## config.mk

```make
export PLATFORM = sky130hd
export DESIGN_NAME = masked_byte_pattern_search
export DESIGN_NICKNAME = d
export VERILOG_FILES = /design/src/hdl/mbps_pkg.sv /design/src/hdl/masked_byte_pattern_search.sv /design/src/hdl/mbps_cell.sv
export SDC_FILE = /design/constraint.sdc
export NUM_CORES = 1
export LEC_CHECK = 0
export ABC_AREA = 1
export BUFFER_PORTS_ARGS = -buffer_cell sky130_fd_sc_hd__buf_2
export CAP_MARGIN = 25
export CORE_MARGIN = 2
export CORE_UTILIZATION = 45
export CTS_CLUSTER_SIZE = 20
export DETAILED_ROUTE_END_ITERATION = 8
export PLACE_DENSITY = 0.68
export SYNTH_ARGS = -nofsm -noshare
export SYNTH_HDL_FRONTEND = slang
export SYNTH_SLANG_ARGS = --single-unit
```

## constraint.sdc

```tcl
create_clock -name clk -period 8.55 [get_ports clk]
set_input_delay 0.855 -clock clk [delete_from_list [all_inputs] [get_ports clk]]
set_output_delay 0.855 -clock clk [all_outputs]
set_load 0.03 [all_outputs]
```

## src/hdl/mbps_pkg.sv

```systemverilog
// ----------------------------------------------------------------------------
// mbps_pkg
// shared constants, types and helpers of the masked byte pattern search
// ----------------------------------------------------------------------------
package mbps_pkg;

  localparam int MAX_PATTERN = 16;
  localparam int IDX_W       = $clog2(MAX_PATTERN);
  localparam int LEN_W       = IDX_W + 1;
  localparam int ADDR_W      = 32;
  localparam int CFG_IDX_W   = 3;
  localparam int CFG_DATA_W  = 64;

  typedef enum logic [CFG_IDX_W-1:0] {
    CFG_BASE_ADDRESS   = 3'd0,
    CFG_PATTERN_LOW    = 3'd1,
    CFG_PATTERN_HIGH   = 3'd2,
    CFG_CARE_MASK      = 3'd3,
    CFG_PATTERN_LENGTH = 3'd4
  } cfg_reg_t;

  // shift control shared by every cell of the window
  typedef struct packed {
    logic shift_en;
    logic clear;
  } cell_ctl_t;

  // per-cell compare setup
  typedef struct packed {
    logic       care_en;
    logic [7:0] pat_byte;
  } cell_cmp_t;

  // clamp the programmed length to 1..MAX_PATTERN
  function automatic logic [LEN_W-1:0] used_len(input logic [LEN_W-1:0] len);
    logic [LEN_W-1:0] n;
    n = len;
    if (n == '0) begin
      n = LEN_W'(1);
    end else if (n > LEN_W'(MAX_PATTERN)) begin
      n = LEN_W'(MAX_PATTERN);
    end
    return n;
  endfunction

endpackage

```

## src/hdl/masked_byte_pattern_search.sv

```systemverilog
// ----------------------------------------------------------------------------
// masked_byte_pattern_search
// a result shows on out_valid in the cycle after the byte that causes it
// throughput: one byte per cycle while in_stall is low, set by the compare across the cell chain
// the output register lets the next byte in while a result is being taken
// reset (synchronous, rst_n low): registers to defaults, window and count
// cleared, no result pending; no clearing pass needed
// ----------------------------------------------------------------------------
module masked_byte_pattern_search
  import mbps_pkg::*;
(
  input  logic                  clk,
  input  logic                  rst_n,
  // byte stream
  input  logic                  in_valid,
  output logic                  in_stall,
  input  logic [7:0]            in_data_byte,
  input  logic                  in_last_byte,
  // result
  output logic                  out_valid,
  input  logic                  out_stall,
  output logic                  out_found,
  output logic [ADDR_W-1:0]     out_match_address,
  // register writes
  input  logic                  cfg_valid,
  output logic                  cfg_ready,
  input  logic [CFG_IDX_W-1:0]  cfg_index,
  input  logic [CFG_DATA_W-1:0] cfg_data
);

  // configuration registers
  logic [ADDR_W-1:0]      base_r;
  logic [63:0]            pat_low_r;
  logic [63:0]            pat_high_r;
  logic [MAX_PATTERN-1:0] care_r;
  logic [LEN_W-1:0]       len_r;

  // region state
  logic [ADDR_W-1:0] count_r, count_nxt, count_inc;
  logic              done_r, done_nxt;

  // result register
  logic              out_valid_r, out_valid_nxt;
  logic              out_found_r, out_found_nxt;
  logic [ADDR_W-1:0] out_addr_r, out_addr_nxt;

  logic                   in_accept;
  logic [LEN_W-1:0]       n_used;
  logic [8*MAX_PATTERN-1:0] pat_all;
  logic [MAX_PATTERN-1:0] hit_vec;
  logic [7:0]             win [MAX_PATTERN];
  logic                   match;
  logic                   clear_req;
  cell_ctl_t              cell_ctl;

  // configuration port is always open; the user must write only while idle, which the block does not enforce
  assign cfg_ready = 1'b1;

  always_ff @(posedge clk) begin
    if (!rst_n) begin
      base_r     <= '0;
      pat_low_r  <= '0;
      pat_high_r <= '0;
      care_r     <= '1;
      len_r      <= LEN_W'(1);
    end else if (cfg_valid && cfg_ready) begin
      unique case (cfg_index)
        CFG_BASE_ADDRESS:   base_r     <= cfg_data[ADDR_W-1:0];
        CFG_PATTERN_LOW:    pat_low_r  <= cfg_data;
        CFG_PATTERN_HIGH:   pat_high_r <= cfg_data;
        CFG_CARE_MASK:      care_r     <= cfg_data[MAX_PATTERN-1:0];
        CFG_PATTERN_LENGTH: len_r      <= cfg_data[LEN_W-1:0];
        default: ;
      endcase
    end
  end

  assign n_used  = used_len(len_r);
  assign pat_all = {pat_high_r, pat_low_r};

  // stall only while a result is held and the consumer is stalling
  assign in_stall  = out_valid_r && out_stall;
  assign in_accept = in_valid && !in_stall;

  // window bytes move only for bytes that are not after a match
  assign cell_ctl.shift_en = in_accept && !done_r;
  assign cell_ctl.clear    = clear_req;

  // cell k compares the byte received k transactions ago and lines up with
  // pattern byte n-1-k; cells at or beyond the length always hit
  for (genvar k = 0; k < MAX_PATTERN; k++) begin : g_cell
    logic [LEN_W-1:0] sel;
    logic             active;
    cell_cmp_t        cmp;
    logic [7:0]       sin;

    assign sel          = n_used - LEN_W'(k) - LEN_W'(1);
    assign active       = LEN_W'(k) < n_used;
    assign cmp.care_en  = active && care_r[sel[IDX_W-1:0]];
    assign cmp.pat_byte = pat_all[{sel[IDX_W-1:0], 3'b000} +: 8];

    if (k == 0) begin : g_head
      assign sin = in_data_byte;
    end else begin : g_body
      assign sin = win[k-1];
    end

    mbps_cell u_cell (
      .clk       (clk),
      .rst_n     (rst_n),
      .ctl       (cell_ctl),
      .cmp       (cmp),
      .shift_in  (sin),
      .shift_out (win[k]),
      .hit       (hit_vec[k])
    );
  end

  // saturating byte count including the byte now arriving
  assign count_inc = (count_r == '1) ? count_r : count_r + ADDR_W'(1);

  // the whole window must agree and enough bytes of this region be in
  assign match = !done_r && (count_inc >= ADDR_W'(n_used)) && (&hit_vec);

  // region ends on its last byte, whatever came before
  assign clear_req = in_accept && in_last_byte;

  always_comb begin
    count_nxt     = count_r;
    done_nxt      = done_r;
    out_valid_nxt = out_valid_r && out_stall;
    out_found_nxt = out_found_r;
    out_addr_nxt  = out_addr_r;
    if (in_accept) begin
      if (!done_r) begin
        count_nxt = count_inc;
        if (match) begin
          // first match: report base plus offset of the match start
          out_valid_nxt = 1'b1;
          out_found_nxt = 1'b1;
          out_addr_nxt  = base_r + (count_inc - ADDR_W'(n_used));
          done_nxt      = 1'b1;
        end else if (in_last_byte) begin
          // region ran out with no match
          out_valid_nxt = 1'b1;
          out_found_nxt = 1'b0;
          out_addr_nxt  = '0;
        end
      end
      if (in_last_byte) begin
        count_nxt = '0;
        done_nxt  = 1'b0;
      end
    end
  end

  always_ff @(posedge clk) begin
    if (!rst_n) begin
      count_r     <= '0;
      done_r      <= 1'b0;
      out_valid_r <= 1'b0;
    end else begin
      count_r     <= count_nxt;
      done_r      <= done_nxt;
      out_valid_r <= out_valid_nxt;
    end
  end

  // payload of the result needs no reset
  always_ff @(posedge clk) begin
    out_found_r <= out_found_nxt;
    out_addr_r  <= out_addr_nxt;
  end

  assign out_valid         = out_valid_r;
  assign out_found         = out_found_r;
  assign out_match_address = out_addr_r;

`ifndef SYNTH
  // a no-match result always carries a zero address
  a_nomatch_zero: assert property (@(posedge clk) disable iff (!rst_n)
    out_valid && !out_found |-> out_match_address == '0)
    else $error("no-match result with nonzero address");

  // a match inside a region blocks further results until the last byte
  a_match_sets_done: assert property (@(posedge clk) disable iff (!rst_n)
    in_accept && match && !in_last_byte |=> done_r)
    else $error("match did not mark the region done");

  // the input side only stalls behind a held result
  a_stall_cause: assert property (@(posedge clk) disable iff (!rst_n)
    !out_valid_r |-> !in_stall)
    else $error("input stalled with no result pending");

  // ending a region empties the window
  a_window_cleared: assert property (@(posedge clk) disable iff (!rst_n)
    clear_req |=> win[MAX_PATTERN-1] == '0 && count_r == '0)
    else $error("window or count not cleared at region end");
`endif

endmodule

```

## src/hdl/mbps_cell.sv

```systemverilog
// ----------------------------------------------------------------------------
// mbps_cell
// one window slot: holds a byte, passes it on, compares the incoming byte
// ----------------------------------------------------------------------------
module mbps_cell
  import mbps_pkg::*;
(
  input  logic       clk,
  input  logic       rst_n,
  input  cell_ctl_t  ctl,
  input  cell_cmp_t  cmp,
  input  logic [7:0] shift_in,
  output logic [7:0] shift_out,
  output logic       hit
);

  logic [7:0] byte_r;
  logic [7:0] byte_nxt;

  always_comb begin
    byte_nxt = byte_r;
    if (ctl.clear) begin
      byte_nxt = '0;
    end else if (ctl.shift_en) begin
      byte_nxt = shift_in;
    end
  end

  always_ff @(posedge clk) begin
    if (!rst_n) begin
      byte_r <= '0;
    end else begin
      byte_r <= byte_nxt;
    end
  end

  // compare against the byte that lands here this cycle
  assign hit       = !cmp.care_en || (shift_in == cmp.pat_byte);
  assign shift_out = byte_r;

endmodule
```

==> parameters.txt, run 1 <==
Parameter                              Value

Synth
  Post-synthesis cell type with the largest combined area    sky130_fd_sc_hd__dfxtp_1
  Proportion of synthesized flip-flops having asynchronous set or reset    0
  Area contributors post-synth    sky130_fd_sc_hd__dfxtp_1, sky130_fd_sc_hd__nand2_1, sky130_fd_sc_hd__nand3_1, sky130_fd_sc_hd__inv_1, sky130_fd_sc_hd__o21ai_0
  Synth unique cells    around 60
  Number of warnings issued by yosys    0
  Average cell area after synthesis    approximately 6.0 um^2
  Number of flip-flops and latches in the synthesized netlist    about 370
  Synthesized netlist net count    between 4000 and 5000
  Area share of the leading cell type in the synthesized netlist    0.2553
  Most instantiated library cell after synthesis    sky130_fd_sc_hd__nand2_1
  Number of synthesized flops with an enable pin    33
  Synthesized area    0.02627 mm^2
  Part of the Yosys area used for sequential elements    0.2931
  Synth Instances    4346
  Main flop type after synthesis    sky130_fd_sc_hd__dfxtp_1
  Top cells by instance count after synthesis    sky130_fd_sc_hd__nand2_1, sky130_fd_sc_hd__nand3_1, sky130_fd_sc_hd__inv_1, sky130_fd_sc_hd__dfxtp_1, sky130_fd_sc_hd__nor2_1

Run
  Number of max-cap violations    0

Hold path
  Worst min path class    reg2reg

Clock network
  Number of resized instances in the post-cts repair step    0
  CTS tree    built
  CTS root buf    sky130_fd_sc_hd__clkbuf_16
  Max clock buf depth    3
  H-Tree Level Count    2
  Number of CTS-inserted buffers    45
  CTS Sinks    between 300 and 400
  Post-CTS setup buffer count    0
  Clock transition time at the flip-flop clock pins of the worst setup and hold paths    around 0.060 ns
  Clk_lat worst skew    between 0.6 and 0.7 ns
  CTS Hold Buffers Added    0

Placed design
  HPWL after DPL    99980 um
  Number of buffers added on ports    115
  Routability-driven placement congestion ratio    between 1 and 1.5
  Placement-stage cell area    approximately 0.027 mm^2

Critical path
  Endpoint class of the critical path    flop
  Max incr delay on CP    approximately 0.8 ns
  Critical Path Start Type    flop
  Buffers plus inverters on the worst setup path    4
  Classification of the worst setup path    reg2reg
  Worst path arrival time    6.79 ns
  Required time reported for the critical path endpoint    a little under 9 ns
  Crit path max fanout    20
  Most frequent cell on the critical path    sky130_fd_sc_hd__nand2_1
  Largest delay contributor family on the critical path    compound AO/OA/AOI/OAI gates
  Cell with the largest stage delay on the worst path    sky130_fd_sc_hd__a21boi_0

GRT
  Largest net degree at the start of global routing    139
  Wire length of the first global-routing pass    about 180000 um
  Antenna violations before repair    3
  Vias in the first global route    26440
  All-Layer GR Usage    0.4143
  Total overflow reported by the global router    0

Detailed routing
  1st-pass router iterations    8
  Routed vias/inst    between 5 and 6
  Wirelength per Cell    around 25 um
  Initial drt markers    approximately 3900
  ANT nets after route    0
  Detailed-route DRC error count    0
  Vias post-DR    roughly 30000
  Total Wirelength    between 100000 and 150000 um

Final layout
  Net total in the final layout    4470
  ANT cells    0
  Fill cell total of the finished layout    6176
  Multi-input gate area    ~0.016 mm^2
  Area of all sequential standard cells    about 0.0077 mm^2
  Design Area, Final    ~0.029 mm^2
  Synth-to-layout area growth    9.651%
  Fraction of layout cells with a size suffix above 1    0.06954

STA
  Largest clock skew in the final design    0.01165 ns
  Relative max-transition margin    0.2949
  Setup-failing EPs final    0
  Fmax    roughly 160 MHz
  Portion of the clock cycle consumed by the worst path in the final layout    0.7503
  Slew Limit Fails    0
  Slew of the pin with the lowest slew margin    about 1.0 ns
  Final hold violation count    0
  Sum of negative setup slack    0 ns
  Setup repair after global routing missed its margin    no
  Min cycle time layout    between 6 and 7 ns

Die
  Overall die area    0.06031 mm^2
  Vertical die dimension    around 250 um
  Horizontal extent of the die    between 200 and 250 um
  Number of standard-cell rows in the floorplan    88
  Core region area    roughly 0.058 mm^2
  # IOs    roughly 120
  Initial cell density of the core    0.4552

Pwr
  Peak VDD IR    0.1765 mV
  Leakage power    about 13 nW
  Power density cells    ~200 mW/mm^2

Status
  Run status    finished, final reports clean
## path summary, 6_finish.rpt
kind | startpoint | endpoint | slack (ns) | depth (start not counted)
min | base_r[6] | base_r[6] | 0.46 | 2
min reg2reg | base_r[6] | base_r[6] | 0.46 | 2
max reg2reg | count_r[0] | out_match_address[27] | 2.13 | 25
max | count_r[0] | out_match_address[27] | 2.13 | 25
## layer usage
layer | share of wire | track usage | vias to the layer above | wire (um)
li1 | - | - | 14220 | -
met3 | 0.13 | 0.1436 | 217 | 16890
met4 | 0.037 | 0.1333 | 4 | 4686
met2 | 0.39 | 0.5657 | 1584 | 49830
met5 | 0.0014 | 0.01961 | - | 176
met1 | 0.44 | 0.5980 | 14090 | 56300
## registers in the layout (all words and copies together) (netlist names)
register                 flops
out_found                    1
count_r                     32
base_r                      32
care_r                      16
pat_high_r                  64
out_valid                    1
pat_low_r                   64
done_r                       1
len_r                        5
g_cell.u_cell.shift_out    120
out_match_address           32
## logic make-up after synthesis
kind of cell / after synthesis / synth area share
mux: 4 / 0.001524
compound gates: 677 / 0.1450
xor+xnor: 53 / 0.02010
simple gates: 2471 / 0.3994
buf+inv: 704 / 0.1075
flops: 368 / 0.2931
fa+ha+maj: 68 / 0.03325
other cells: 1 / 0.0001428
## tightest hold or removal path, stage by stage, from the launching register on
cell                      delay (ns)
sky130_fd_sc_hd__dfxtp_1        0.30
sky130_fd_sc_hd__inv_1          0.06
sky130_fd_sc_hd__a21oi_1        0.06
## metrics by stage
step | util | power (mW) | setup slack (ns) | hold slack [ns] | cells
CTS | 0.4982 | 5.553 | 2.461 | 0.4620 | 5120
global route | 0.4992 | 5.816 | 1.771 | 0.4795 | 5122
finish | 0.4992 | 5.626 | 2.135 | 0.4621 | 5122
global placement | 0.4704 | 3.486 | 2.407 | 0.4469 | 5036
detailed placement | 0.4706 | 3.482 | 2.482 | 0.4527 | 5037
floorplan | - | 2.912 | 4.046 | 0.4353 | 4346
## power breakdown
part / internal [mW] / switching [mW] / total (mW)
registers: 1.83 / 0.0695 / 1.90
clock network: 1.23 / 0.862 / 2.09
logic: 0.426 / 1.21 / 1.64
total: 3.49 / 2.14 / 5.63
## layout by cell type, fill, tap and decap left out, drive strengths merged, types with 2 or more instances in the layout
| cell type | instances |
|---|---|
| edfxtp | 33 |
| xnor2 | 21 |
| a21oi | 237 |
| ha | 65 |
| clkbuf | 58 |
| clkinv | 18 |
| nor3 | 21 |
| a211oi | 120 |
| mux2i | 4 |
| a21boi | 3 |
| inv | 471 |
| o211ai | 9 |
| and2 | 2 |
| buf | 156 |
| dfxtp | 335 |
| nand2 | 1308 |
| fa | 3 |
| nand3b | 4 |
| nor2 | 335 |
| a31oi | 2 |
| o22ai | 7 |
| nand3 | 769 |
| o21a | 6 |
| xor2 | 32 |
| nand4 | 20 |
| o21bai | 6 |
| bufinv | 6 |
| or2 | 6 |
| nor4 | 4 |
| clkinvlp | 6 |
| o21ai | 280 |
## layout make-up
class / instances / share of cell area
Clock buffer: 58 / 0.04362
Inverter: 476 / 0.06256
Tap cell: 765 / 0.03323
Clock inverter: 25 / 0.01173
Timing Repair Buffer: 156 / 0.03315
Sequential cell: 368 / 0.2673
Multi-Input combinational cell: 3274 / 0.5484
No activity file was read; power rests on OpenSTA's default activity.
==> run 2: changes to the inputs <==
- PLACE_DENSITY: 0.68 -> 0.71
- clock period: 8.55 -> 5.6 ns (I/O delays scaled with it)
==> parameters.txt, run 2 (synthesis results as in run 1) <==
Parameter                              Value

Pwr
  Peak VDD IR    around 0.22 mV
  Overall power    ~8.5 mW
  Power density cells    293.0 mW/mm^2
  Leakage power    between 10 and 15 nW

Final layout
  Synth-to-layout area growth    10.05%
  Core utilization of the finished layout    0.5010
  Commonest non-fill, non-tap cell in the layout    sky130_fd_sc_hd__nand2_1
  Commonest cells after routing, fill and taps aside    sky130_fd_sc_hd__nand2_1, sky130_fd_sc_hd__nand3_1, sky130_fd_sc_hd__inv_1
  Design Area, Final    roughly 0.029 mm^2
  Net total in the final layout    around 4500
  Fraction of layout cells with a size suffix above 1    0.07296
  Post-route non-filler standard cell count    just over 5000
  Fill cell total of the finished layout    just over 6000
  Multi-input gate area    0.01580 mm^2
  Number of flip-flops in the largest register    120
  Area of all sequential standard cells    0.007697 mm^2

Clock network
  CTS root buf    sky130_fd_sc_hd__clkbuf_16
  CTS Sinks    368
  CTS tree    built
  Number of resized instances in the post-cts repair step    0
  Max clock buf depth    3
  Post-CTS setup buffer count    0
  Clk_lat worst skew    0.61 ns
  H-Tree Level Count    2
  Clock transition time at the flip-flop clock pins of the worst setup and hold paths    about 0.070 ns
  CTS Hold Buffers Added    0
  Number of CTS-inserted buffers    44

Critical path
  Endpoint class of the critical path    flop
  Buffers plus inverters on the worst setup path    4
  Crit path max fanout    17
  Worst path arrival time    ~5.5 ns
  Critical Path Start Type    flop
  Required time reported for the critical path endpoint    between 6 and 7 ns
  Cell with the largest stage delay on the worst path    sky130_fd_sc_hd__fa_1
  Largest delay contributor family on the critical path    compound AO/OA/AOI/OAI gates
  Classification of the worst setup path    reg2reg
  Max incr delay on CP    roughly 0.44 ns
  Most frequent cell on the critical path    sky130_fd_sc_hd__nand2_1

STA
  Sum of negative setup slack    0 ns
  Setup-failing EPs final    0
  Worst hold-check slack    approximately 0.2 ns
  Slew of the pin with the lowest slew margin    around 1.1 ns
  Portion of the clock cycle consumed by the worst path in the final layout    0.9011
  Final hold violation count    0
  Setup repair after global routing missed its margin    no
  Slew Limit Fails    0
  Min cycle time layout    between 5 and 6 ns
  Largest clock skew in the final design    between 0.02 and 0.03 ns
  Smallest setup slack after layout    between 0.5 and 0.6 ns
  Relative max-transition margin    0.2812
  Fmax    between 150 and 200 MHz

Placed design
  Routability-driven placement congestion ratio    1.077
  HPWL after DPL    90640 um
  Number of buffers added on ports    115
  Cell total after placement    between 5000 and 6000
  Placement-stage cell area    0.02737 mm^2
  Post-Place Worst Slack    about 0.57 ns

Die
  Vertical die dimension    between 200 and 250 um
  # IOs    117
  Initial cell density of the core    0.4552
  Number of standard-cell rows in the floorplan    approximately 90
  Horizontal extent of the die    245.6 um
  Core region area    0.05770 mm^2
  Overall die area    approximately 0.06 mm^2

Status
  Failing checks    DRC
  Run status    finished with violations

GRT
  Largest net degree at the start of global routing    160
  All-Layer GR Usage    0.3836
  Wire length of the first global-routing pass    170900 um
  Vias in the first global route    between 20000 and 30000
  Total overflow reported by the global router    0
  Antenna violations before repair    2

Detailed routing
  Initial drt markers    4527
  1st-pass router iterations    9
  Vias post-DR    about 30000
  Wirelength per Cell    around 23 um
  Routed vias/inst    slightly below 6
  ANT nets after route    0
  Total Wirelength    118400 um
  Detailed-route DRC error count    2

Hold path
  Worst min path class    in2reg

Run
  Number of max-cap violations    0
[run 2: cell count changes in the layout (fill, tap and decap cells not counted), sizes merged]
| cell | change |
|---|---|
| clkinvlp | -4 |
| buf | +17 |
| clkbuf | +5 |
| clkinv | -3 |
| diode | +1 |
| inv | +1 |
| bufinv | -1 |
[run 2: final timing paths]
| kind | startpoint | endpoint | slack, ns | cells past startpoint |
|---|---|---|---|---|
| worst max-delay path | count_r[0] | out_match_address[27] | 0.55 | 26 |
| worst min-delay path | cfg_data[35] | pat_high_r[35] | 0.19 | 3 |
| worst max register to register | count_r[0] | out_match_address[27] | 0.55 | 26 |
| worst min register to register | base_r[14] | base_r[14] | 0.46 | 2 |
[run 2: layout make-up]
type / instances / area share
Multi-Input combinational cell: 3274 / 0.5464
Clock inverter: 18 / 0.008701
Tap cell: 765 / 0.03311
Antenna cell: 1 / 0.00008657
Clock buffer: 63 / 0.04437
Inverter: 476 / 0.06233
Timing Repair Buffer: 173 / 0.03865
Sequential cell: 368 / 0.2663
[run 2: tightest hold or removal path, cell delays in order]
cell and delay, ns:
sky130_fd_sc_hd__buf_2 0.09, sky130_fd_sc_hd__nor2_1 0.04, sky130_fd_sc_hd__nor2_1 0.08
[run 2: report_power, final]
group | switching (mW) | internal [mW]
combinational | 1.79 | 0.670
sequential | 0.0987 | 2.79
clock | 1.28 | 1.83
total | 3.18 | 5.29
[run 2: per-layer routing]
layer,vias to the layer above,wire length [um],track usage,part of all wire
li1,14240,-,-,-
met1,13660,51200,0.5583,0.43
met2,1733,46590,0.5281,0.39
met3,232,16500,0.1243,0.14
met4,0,4130,0.1201,0.035
met5,-,0,0,0
